--- src/hdl/tacu_pkg.sv ---
`timescale 1ns / 1ps
package tacu_pkg;

  // configuration register indexes
  localparam logic [1:0] CFG_MSS      = 2'd0;
  localparam logic [1:0] CFG_SSTHRESH = 2'd1;
  localparam logic [1:0] CFG_BUF_SIZE = 2'd2;

  // divider pass lengths
  localparam logic [5:0] DIV_BITS_WIN  = 6'd32;
  localparam logic [5:0] DIV_BITS_RING = 6'd17;

  typedef enum logic [1:0] {
    OPC_ACK   = 2'd0,
    OPC_QUEUE = 2'd1,
    OPC_SEND  = 2'd2,
    OPC_OPEN  = 2'd3
  } opc_t;

  typedef enum logic [1:0] {
    KIND_NONE  = 2'd0,
    KIND_STALE = 2'd1,
    KIND_SAME  = 2'd2,
    KIND_NEW   = 2'd3
  } ack_kind_t;

  typedef enum logic [1:0] {
    TMR_NONE    = 2'd0,
    TMR_STOP    = 2'd1,
    TMR_RESTART = 2'd2
  } tmr_t;

  // datapath operation of one microstep
  typedef enum logic [3:0] {
    U_NOP,
    U_CLASSIFY,
    U_ACKED,
    U_RING_LOAD,
    U_DIV_STEP,
    U_RING_STORE,
    U_DIV_LOAD_WIN,
    U_ADJ_QUO,
    U_ADJ_MSS,
    U_GROW,
    U_POST,
    U_OTHER,
    U_EMIT
  } uop_t;

  // jump condition of one microstep
  typedef enum logic [2:0] {
    C_NEXT,
    C_ALWAYS,
    C_NOT_ACKOP,
    C_NOT_NEW,
    C_DIV_BUSY,
    C_SLOW_START
  } ucond_t;

  typedef struct packed {
    uop_t       op;
    ucond_t     cond;
    logic [3:0] target;
    logic       last;
  } uword_t;

  typedef struct packed {
    logic load;
    logic step;
  } div_ctl_t;

  typedef struct packed {
    logic        more;
    logic [31:0] quotient;
    logic [16:0] remainder;
  } div_stat_t;

  // microprogram
  function automatic uword_t tacu_ucode(input logic [3:0] step);
    uword_t w;
    w = '{op: U_EMIT, cond: C_NEXT, target: 4'd0, last: 1'b1};
    case (step)
      4'd0:  w = '{op: U_NOP,          cond: C_NOT_ACKOP,  target: 4'd13, last: 1'b0};
      4'd1:  w = '{op: U_CLASSIFY,     cond: C_NEXT,       target: 4'd0,  last: 1'b0};
      4'd2:  w = '{op: U_NOP,          cond: C_NOT_NEW,    target: 4'd12, last: 1'b0};
      4'd3:  w = '{op: U_ACKED,        cond: C_NEXT,       target: 4'd0,  last: 1'b0};
      4'd4:  w = '{op: U_RING_LOAD,    cond: C_NEXT,       target: 4'd0,  last: 1'b0};
      4'd5:  w = '{op: U_DIV_STEP,     cond: C_DIV_BUSY,   target: 4'd5,  last: 1'b0};
      4'd6:  w = '{op: U_RING_STORE,   cond: C_SLOW_START, target: 4'd10, last: 1'b0};
      4'd7:  w = '{op: U_DIV_LOAD_WIN, cond: C_NEXT,       target: 4'd0,  last: 1'b0};
      4'd8:  w = '{op: U_DIV_STEP,     cond: C_DIV_BUSY,   target: 4'd8,  last: 1'b0};
      4'd9:  w = '{op: U_ADJ_QUO,      cond: C_ALWAYS,     target: 4'd11, last: 1'b0};
      4'd10: w = '{op: U_ADJ_MSS,      cond: C_NEXT,       target: 4'd0,  last: 1'b0};
      4'd11: w = '{op: U_GROW,         cond: C_NEXT,       target: 4'd0,  last: 1'b0};
      4'd12: w = '{op: U_POST,         cond: C_ALWAYS,     target: 4'd14, last: 1'b0};
      4'd13: w = '{op: U_OTHER,        cond: C_NEXT,       target: 4'd0,  last: 1'b0};
      default: w = '{op: U_EMIT,       cond: C_NEXT,       target: 4'd0,  last: 1'b1};
    endcase
    return w;
  endfunction

  // a precedes b in sequence space
  function automatic logic seq_before(input logic [31:0] a, input logic [31:0] b);
    logic [31:0] d;
    d = a - b;
    return d[31];
  endfunction

endpackage

--- src/hdl/tacu_div.sv ---
`timescale 1ns / 1ps
module tacu_div
  import tacu_pkg::*;
(
  input  logic        clk,
  input  logic        rst_n,
  input  div_ctl_t    ctl,
  input  logic [31:0] dividend,
  input  logic [16:0] divisor,
  input  logic [5:0]  iters,
  output div_stat_t   stat
);

  logic [31:0] dvd_r;
  logic [16:0] dvs_r;
  logic [16:0] rem_r;
  logic [5:0]  cnt_r;
  logic [18:0] trial;
  logic        neg;

  // restoring division, one quotient bit per cycle
  assign trial = {1'b0, rem_r, dvd_r[31]} - {2'b00, dvs_r};
  assign neg   = trial[18];

  always_ff @(posedge clk) begin
    if (!rst_n) begin
      cnt_r <= '0;
    end else if (ctl.load) begin
      cnt_r <= iters;
    end else if (ctl.step && cnt_r != 6'd0) begin
      cnt_r <= cnt_r - 6'd1;
    end
  end

  always_ff @(posedge clk) begin
    if (ctl.load) begin
      dvd_r <= dividend;
      dvs_r <= divisor;
      rem_r <= '0;
    end else if (ctl.step && cnt_r != 6'd0) begin
      dvd_r <= {dvd_r[30:0], ~neg};
      rem_r <= neg ? {rem_r[15:0], dvd_r[31]} : trial[16:0];
    end
  end

  assign stat.more      = cnt_r > 6'd1;
  assign stat.quotient  = dvd_r;
  assign stat.remainder = rem_r;

endmodule

--- src/hdl/tcp_ack_congestion_update.sv ---
`timescale 1ns / 1ps
// Sender-side ack processing and congestion window for one connection. Each
// input beat is one event (ack received, data queued, segment sent, open) and
// gives exactly one result beat with the state after the event. Work runs
// under a small microprogram over one shared datapath, one item at a time:
// in_ready is high whenever reset is released and no item is in progress, even
// while a result waits in the output register. Queue, send, open and any ack
// that is not new skip the divider. A new ack runs the bit-serial divider for
// the ring offset wrap and, outside slow start, once more for mss*mss/cwnd.
// Config writes take effect at once and belong in idle time.
module tcp_ack_congestion_update
  import tacu_pkg::*;
(
  input  logic        clk,
  input  logic        rst_n,
  // config
  input  logic        cfg_write_en,
  input  logic [1:0]  cfg_index,
  input  logic [15:0] cfg_data,
  // event in
  input  logic        in_valid,
  output logic        in_ready,
  input  logic [1:0]  in_opcode,
  input  logic        in_synchronized,
  input  logic        in_ack_flag,
  input  logic [31:0] in_ack_number,
  input  logic [15:0] in_peer_window,
  input  logic [15:0] in_length,
  input  logic        in_time_segment,
  // result out
  output logic        out_valid,
  input  logic        out_ready,
  output logic [1:0]  out_ack_kind,
  output logic [15:0] out_acked_bytes,
  output logic [15:0] out_congestion_window,
  output logic [7:0]  out_duplicate_count,
  output logic [15:0] out_buffer_start,
  output logic [15:0] out_buffer_length,
  output logic        out_rtt_sample_due,
  output logic [1:0]  out_timer_action
);

  // config registers
  logic [15:0] mss_r, ssthresh_r, buf_size_r;

  // latched input beat
  logic [1:0]  opcode_r;
  logic        sync_r, ackf_r, timed_r;
  logic [31:0] ackn_r;
  logic [15:0] pwin_r, len_r;

  // connection state
  logic [31:0] una_r, nxt_r, rtt_target_r;
  logic [15:0] rwnd_r, cwnd_r, ring_start_r, ring_fill_r;
  logic [7:0]  dup_r;
  logic        rtt_pending_r;

  // per-item scratch
  ack_kind_t   kind_r;
  tmr_t        timer_r;
  logic        sample_r;
  logic [31:0] diff_r, mult_r, adj_r;
  logic [15:0] acked_r;

  // sequencer
  logic        busy_r;
  logic [3:0]  step_r;
  uword_t      uw;
  logic        stall, run, jump, accept;

  // result register
  logic        out_valid_r;
  logic [1:0]  out_kind_r, out_timer_r;
  logic [15:0] out_acked_r, out_cwnd_r, out_start_r, out_fill_r;
  logic [7:0]  out_dup_r;
  logic        out_sample_r;

  // divider
  div_ctl_t    div_ctl;
  div_stat_t   div_stat;
  logic [31:0] div_dividend;
  logic [16:0] div_divisor;
  logic [5:0]  div_iters;

  // datapath helpers
  logic [31:0] diff_now;
  logic [16:0] ring_mod, ring_sum;
  logic [15:0] fill_max, room, add_len;
  logic [31:0] nxt_sum, adj_eff;
  logic [32:0] grow_sum;
  logic [15:0] grow_sat, grow_cap;
  logic        slow_start;

  assign accept   = in_valid && in_ready;
  // no beat is taken while reset is held
  assign in_ready = !busy_r && rst_n;
  assign uw       = tacu_ucode(step_r);
  // the emit step waits for the result register to free up
  assign stall    = (uw.op == U_EMIT) && out_valid_r && !out_ready;
  assign run      = busy_r && !stall;

  assign slow_start = (cwnd_r < ssthresh_r) || (cwnd_r == 16'd0);

  always_comb begin
    case (uw.cond)
      C_ALWAYS:     jump = 1'b1;
      C_NOT_ACKOP:  jump = opcode_r != OPC_ACK;
      C_NOT_NEW:    jump = kind_r != KIND_NEW;
      C_DIV_BUSY:   jump = div_stat.more;
      C_SLOW_START: jump = slow_start;
      default:      jump = 1'b0;
    endcase
  end

  always_ff @(posedge clk) begin
    if (!rst_n) begin
      busy_r <= 1'b0;
      step_r <= '0;
    end else if (accept) begin
      busy_r <= 1'b1;
      step_r <= '0;
    end else if (run) begin
      if (uw.last) begin
        busy_r <= 1'b0;
        step_r <= '0;
      end else if (jump) begin
        step_r <= uw.target;
      end else begin
        step_r <= step_r + 4'd1;
      end
    end
  end

  // ring wrap and fill limit; a zero size means the full 16-bit space
  assign ring_mod = (buf_size_r == 16'd0) ? 17'h10000 : {1'b0, buf_size_r};
  assign fill_max = (buf_size_r == 16'd0) ? 16'hFFFF : buf_size_r;
  assign ring_sum = {1'b0, ring_start_r} + {1'b0, acked_r};
  assign room     = fill_max - ring_fill_r;
  assign add_len  = (len_r < room) ? len_r : room;
  assign nxt_sum  = nxt_r + {16'd0, len_r};
  assign diff_now = ackn_r - una_r;

  // window growth: at least one byte, saturate, then cap at the old peer window
  assign adj_eff  = (adj_r == 32'd0) ? 32'd1 : adj_r;
  assign grow_sum = {17'd0, cwnd_r} + {1'b0, adj_eff};
  assign grow_sat = (grow_sum > 33'd65535) ? 16'hFFFF : grow_sum[15:0];
  assign grow_cap = (grow_sat > rwnd_r) ? rwnd_r : grow_sat;

  // divider feeds: ring offset wrap, or mss squared over cwnd
  always_comb begin
    if (uw.op == U_RING_LOAD) begin
      div_dividend = {ring_sum, 15'd0};
      div_divisor  = ring_mod;
      div_iters    = DIV_BITS_RING;
    end else begin
      div_dividend = mult_r;
      div_divisor  = {1'b0, cwnd_r};
      div_iters    = DIV_BITS_WIN;
    end
  end

  assign div_ctl.load = run && (uw.op == U_RING_LOAD || uw.op == U_DIV_LOAD_WIN);
  assign div_ctl.step = run && (uw.op == U_DIV_STEP);

  tacu_div u_div (
    .clk      (clk),
    .rst_n    (rst_n),
    .ctl      (div_ctl),
    .dividend (div_dividend),
    .divisor  (div_divisor),
    .iters    (div_iters),
    .stat     (div_stat)
  );

  // config writes
  always_ff @(posedge clk) begin
    if (!rst_n) begin
      mss_r      <= 16'd536;
      ssthresh_r <= 16'hFFFF;
      buf_size_r <= 16'd4096;
    end else if (cfg_write_en) begin
      case (cfg_index)
        CFG_MSS:      mss_r      <= cfg_data;
        CFG_SSTHRESH: ssthresh_r <= cfg_data;
        CFG_BUF_SIZE: buf_size_r <= cfg_data;
        default:      ;
      endcase
    end
  end

  // input beat capture
  always_ff @(posedge clk) begin
    if (accept) begin
      opcode_r <= in_opcode;
      sync_r   <= in_synchronized;
      ackf_r   <= in_ack_flag;
      ackn_r   <= in_ack_number;
      pwin_r   <= in_peer_window;
      len_r    <= in_length;
      timed_r  <= in_time_segment;
    end
  end

  // datapath scratch, cleared per item so non-ack events report zeros
  always_ff @(posedge clk) begin
    if (!rst_n) begin
      kind_r   <= KIND_NONE;
      timer_r  <= TMR_NONE;
      sample_r <= 1'b0;
      acked_r  <= '0;
    end else if (accept) begin
      kind_r   <= KIND_NONE;
      timer_r  <= TMR_NONE;
      sample_r <= 1'b0;
      acked_r  <= '0;
    end else if (run) begin
      case (uw.op)
        U_CLASSIFY: begin
          if (!(sync_r && ackf_r)) begin
            kind_r <= KIND_NONE;
          end else if (diff_now[31]) begin
            kind_r <= KIND_STALE;
          end else if (diff_now == 32'd0) begin
            kind_r <= KIND_SAME;
          end else begin
            kind_r <= KIND_NEW;
          end
        end
        U_ACKED: begin
          acked_r <= (diff_r < {16'd0, ring_fill_r}) ? diff_r[15:0] : ring_fill_r;
        end
        U_POST: begin
          if ((kind_r == KIND_SAME || kind_r == KIND_NEW) && rtt_pending_r &&
              !seq_before(ackn_r, rtt_target_r)) begin
            sample_r <= 1'b1;
          end
          if (kind_r == KIND_NEW) begin
            timer_r <= (una_r != nxt_r) ? TMR_RESTART : TMR_STOP;
          end
        end
        default: ;
      endcase
    end
  end

  // wide scratch, payload only
  always_ff @(posedge clk) begin
    if (run) begin
      case (uw.op)
        U_CLASSIFY: diff_r <= diff_now;
        U_ACKED:    mult_r <= {16'd0, mss_r} * {16'd0, mss_r};
        U_ADJ_QUO:  adj_r  <= div_stat.quotient;
        U_ADJ_MSS:  adj_r  <= {16'd0, mss_r};
        default:    ;
      endcase
    end
  end

  // connection state
  always_ff @(posedge clk) begin
    if (!rst_n) begin
      una_r         <= '0;
      nxt_r         <= '0;
      rwnd_r        <= '0;
      cwnd_r        <= '0;
      dup_r         <= '0;
      ring_start_r  <= '0;
      ring_fill_r   <= '0;
      rtt_pending_r <= 1'b0;
      rtt_target_r  <= '0;
    end else if (run) begin
      case (uw.op)
        U_RING_LOAD: begin
          ring_fill_r <= ring_fill_r - acked_r;
          una_r       <= ackn_r;
          dup_r       <= '0;
        end
        U_RING_STORE: ring_start_r <= div_stat.remainder[15:0];
        U_GROW:       cwnd_r       <= grow_cap;
        U_POST: begin
          // duplicate test sees the peer window from before this segment
          if (kind_r == KIND_SAME && len_r == 16'd0 && pwin_r == rwnd_r &&
              dup_r != 8'hFF) begin
            dup_r <= dup_r + 8'd1;
          end
          if (kind_r == KIND_SAME || kind_r == KIND_NEW) begin
            rwnd_r <= pwin_r;
            if (rtt_pending_r && !seq_before(ackn_r, rtt_target_r)) begin
              rtt_pending_r <= 1'b0;
            end
          end
        end
        U_OTHER: begin
          unique case (opc_t'(opcode_r))
            OPC_ACK: ;
            OPC_QUEUE: begin
              if (ring_fill_r < fill_max) begin
                ring_fill_r <= ring_fill_r + add_len;
              end
            end
            OPC_SEND: begin
              nxt_r <= nxt_sum;
              if (timed_r && !rtt_pending_r) begin
                rtt_pending_r <= 1'b1;
                rtt_target_r  <= nxt_sum;
              end
            end
            OPC_OPEN: begin
              una_r         <= ackn_r;
              nxt_r         <= ackn_r;
              rwnd_r        <= pwin_r;
              cwnd_r        <= mss_r;
              dup_r         <= '0;
              ring_start_r  <= '0;
              ring_fill_r   <= '0;
              rtt_pending_r <= 1'b0;
              rtt_target_r  <= '0;
            end
          endcase
        end
        default: ;
      endcase
    end
  end

  // result register
  always_ff @(posedge clk) begin
    if (!rst_n) begin
      out_valid_r <= 1'b0;
    end else if (run && uw.op == U_EMIT) begin
      out_valid_r <= 1'b1;
    end else if (out_ready) begin
      out_valid_r <= 1'b0;
    end
  end

  always_ff @(posedge clk) begin
    if (run && uw.op == U_EMIT) begin
      out_kind_r   <= kind_r;
      out_acked_r  <= acked_r;
      out_cwnd_r   <= cwnd_r;
      out_dup_r    <= dup_r;
      out_start_r  <= ring_start_r;
      out_fill_r   <= ring_fill_r;
      out_sample_r <= sample_r;
      out_timer_r  <= timer_r;
    end
  end

  assign out_valid             = out_valid_r;
  assign out_ack_kind          = out_kind_r;
  assign out_acked_bytes       = out_acked_r;
  assign out_congestion_window = out_cwnd_r;
  assign out_duplicate_count   = out_dup_r;
  assign out_buffer_start      = out_start_r;
  assign out_buffer_length     = out_fill_r;
  assign out_rtt_sample_due    = out_sample_r;
  assign out_timer_action      = out_timer_r;

  // sequencer parks at step zero between items
  assert property (@(posedge clk) disable iff (!rst_n) !busy_r |-> step_r == 4'd0)
    else $error("sequencer idle away from entry step");

  // a new result only follows an item in progress
  assert property (@(posedge clk) disable iff (!rst_n) $rose(out_valid_r) |-> $past(busy_r))
    else $error("result beat without an item in progress");

  // timer actions come only from new acks
  assert property (@(posedge clk) disable iff (!rst_n)
    out_valid_r && out_timer_r != TMR_NONE |-> out_kind_r == KIND_NEW)
    else $error("timer action on a non-new ack");

  // rtt sample only on an acceptable ack
  assert property (@(posedge clk) disable iff (!rst_n)
    out_valid_r && out_sample_r |-> out_kind_r == KIND_SAME || out_kind_r == KIND_NEW)
    else $error("rtt sample on an ignored or stale ack");

endmodule

--- config.mk ---
export PLATFORM = sky130hd
export DESIGN_NAME = tcp_ack_congestion_update
export DESIGN_NICKNAME = d
export VERILOG_FILES = /design/src/hdl/tacu_pkg.sv /design/src/hdl/tacu_div.sv /design/src/hdl/tcp_ack_congestion_update.sv
export SDC_FILE = /design/constraint.sdc
export NUM_CORES = 2
export LEC_CHECK = 0
export ABC_AREA = 1
export BUFFER_PORTS_ARGS = -buffer_cell sky130_fd_sc_hd__buf_2
export CORE_MARGIN = 4
export CORE_UTILIZATION = 42
export DETAILED_ROUTE_END_ITERATION = 10
export GPL_TIMING_DRIVEN = 0
export HOLD_SLACK_MARGIN = 0.03
export PLACE_DENSITY_LB_ADDON = 0.2
export SKIP_CTS_REPAIR_TIMING = 1
export SLEW_MARGIN = 20
export SYNTH_ARGS = -nofsm -noshare
export SYNTH_HDL_FRONTEND = slang
export SYNTH_SLANG_ARGS = --single-unit
export TNS_END_PERCENT = 10
--- constraint.sdc ---
create_clock -name clk -period 12.3 [get_ports clk]
set_input_delay 0 -clock clk [delete_from_list [all_inputs] [get_ports clk]]
set_output_delay 0 -clock clk [all_outputs]
set_load 0.005 [all_outputs]
==> results.json <==
{
  "fmax_mhz": 138,
  "gp_congestion": 0.941,
  "crit_start": "mss_r[6]$_SDFFE_PN0P_",
  "period_share": 0.588,
  "dieHeight_um": 318,
  "leakage_nw": 21.4,
  "worstMarginPinSlew_ps": 1120,
  "grt_max_degree": 40,
  "cp_max_fo": 10,
  "track_usage": 0.255,
  "ctsLongestPathBuffers": 3,
  "wire_per_inst_um": 19.9,
  "cts_made_buffers": 68,
  "worstSetupPathType": "reg -> reg",
  "worstReg2RegStart": "mss_r[6]$_SDFFE_PN0P_",
  "ff2ff_path_depth": 28,
  "clock_sinks": 569,
  "slew_violations": 0,
  "syn_avg_cell_area_sq_um": 8.03,
  "ys_ff_latch": 569,
  "drive_gt1_frac": 0.0703,
  "seq_area_frac_synth": 0.355,
  "drcViolationCount": 0,
  "synth_area_leaders": "edfxtp_1 22%, dfxtp_1 14%, ha_1 11%",
  "grt.overflow.total": 0,
  "io_pins": 171,
  "first_global_vias": 33000,
  "worstSetupStartpointType": "flip-flop",
  "ant_nets": 0,
  "fin_crit_ps": 7230,
  "yosysWarnings": 0,
  "synth_edf_count": 290,
  "cts-root-buf": "clkbuf_16",
  "crit_path_end_kind": "flip-flop",
  "hp-start": "in_ack_number[1]",
  "async_reset_ff_frac": 0,
  "cts_max_level": 3,
  "chipWidth_um": 318,
  "slew_headroom": 0.245,
  "grt_pass1_wl_um": 199000,
  "status": "complete, no violations",
  "synth_ff_type": "edfxtp_1",
  "fin_tns_setup_ps": 0,
  "cts_tree": "done",
  "hold_depth": 2,
  "r2r_slack_ps": 5070,
  "io_buffers": 169,
  "drt_first_pass_iters": 6,
  "via_count": 35400,
  "die_area_sq_um": 101000,
  "power.density_nw_per_um2": 118,
  "clkTransAtPathRegs_ps": 60,
  "drt_iter0_markers": 3146,
  "finClkSkew_ps": 40.7,
  "insertion_delay_ps": 660,
  "irDropWorstVdd_mv": 0.0996,
  "synth_area_sq_um": 40200,
  "crit_slowest_cell": "fa_1",
  "hold_viol": 0,
  "dp_hpwl_um": 107000,
  "design_area_sq_um": 46200,
  "rr_endpoint": "mult_r[29]$_DFFE_PP_",
  "synth.net_count": 5622,
  "yosys-top-cells-count": "1,007 x nand2_1, 833 x inv_1, 533 x a21oi_1",
  "multiInputGateArea_sq_um": 22200,
  "critPathArrivalTime_ps": 7640,
  "core-area_sq_um": 95000,
  "layout.area.seq_sq_um": 14300,
  "synth.distinct_cells": 61,
  "cap_viol_max_count": 0,
  "place_area_sq_um": 42900,
  "syn2layout_area_growth_pct": 14.8,
  "start_util": 0.424,
  "cp_slowest_stage_delay_ps": 550,
  "fill_cells": 9469,
  "num_rows": 113,
  "vias_per_cell": 5.28,
  "synth_top_cell_area_share": 0.216,
  "final_nets": 5975,
  "yosysMostFrequentCell": "nand2_1",
  "finalSetupViolCount": 0,
  "wl_um": 133000,
  "synth_top_cell_by_area": "edfxtp_1",
  "antenna_found_initial": 7,
  "worst_ep_required_time_ps": 12710,
  "hold_end": "ackn_r[1]$_DFFE_PP_",
  "rsz0062_at_grt": "no",
  "syn_inst": 5014,
  "hold_class": "in -> reg"
}
-- cell type report --
class,instances,share of cell area
Antenna cell,6,0.000325
Multi-Input combinational cell,3435,0.480
Timing Repair Buffer,283,0.0428
Buffer,163,0.0143
Clock inverter,40,0.0111
Sequential cell,569,0.309
Inverter,847,0.0689
Clock buffer,86,0.0394
Tap cell,1265,0.0343
-- sequential cells by signal, summed over array words and instances, names as in the netlist, 17 cells and up --
name,cells
ackn_r,32
adj_r,32
diff_r,32
mult_r,31
nxt_r,32
rtt_target_r,32
u_div.dvd_r,32
u_div.dvs_r,17
u_div.rem_r,17
una_r,32
-- logic make-up after synthesis --
kind of cell             Yosys count  synth area share
AND/OR/NAND/NOR                 1677             0.177
AO/OA/AOI/OAI                   1089             0.147
buffers and inverters           1010            0.0954
flip-flops                       569             0.355
adder cells (fa/ha/maj)          516             0.192
XOR/XNOR                         152            0.0333
multiplexers                       1          0.000249
-- worst max-delay path: cells and delay by family (launching register included) --
family,cells,cell delay [ps]
adders and majority gates,7,3440
buffers and inverters,9,1480
AOI/OAI and AO/OA,5,1010
and+or+nand+nor,7,640
DFF,1,420
-- worst max path at each step --
stage                           endpoint  slack (ps)  depth (start not counted)
6_report            mult_r[29]$_DFFE_PP_        5070                         28
5_1_grt             mult_r[29]$_DFFE_PP_        4620                         28
4_1_cts             mult_r[29]$_DFFE_PP_        5000                         28
3_5_place_dp        mult_r[29]$_DFFE_PP_        5010                         28
3_3_place_gp      out_valid$_SDFFE_PN0P_       -3070                          7
2_1_floorplan  out_ack_kind[0]$_DFFE_PP_        3470                          5
-- per-layer routing --
| metal | vias up | track usage | share of wire |
|---|---|---|---|
| met5 | - | 0 | 0.00020 |
| met4 | 4 | 0.0747 | 0.029 |
| li1 | 17300 | - | - |
| met2 | 1160 | 0.394 | 0.44 |
| met3 | 179 | 0.0461 | 0.078 |
| met1 | 16700 | 0.367 | 0.45 |
-- placed cells by master (no fill, tap or decap), types with 172 or more instances in the layout --
cell,count
nor2_1,254
dfxtp_1,279
a21oi_1,533
nand3_1,215
inv_1,831
buf_2,194
nand2_1,1007
edfxtp_1,290
fa_1,172
o21ai_0,377
ha_1,344
-- per-stage QoR --
step	power [W]	hold WS, ps	instances	util	setup slack [ps]
floorplan	0.00297	98.9	5014	-	3470
global placement	0.00330	177	6448	0.449	-3070
detailed placement	0.00331	178	6466	0.451	5010
CTS	0.00544	-526	6592	0.476	5000
global route	0.00573	43.6	6689	0.486	4620
finish	0.00544	45.8	6694	0.486	5070
-- power breakdown --
group	switching, W	internal, W	leakage (nW)	total [W]
clock	0.000890	0.00124	1.13	0.00213
sequential	0.0000534	0.00207	5.00	0.00212
combinational	0.000769	0.000420	15.2	0.00119
Power figures use the tool's default switching activity.
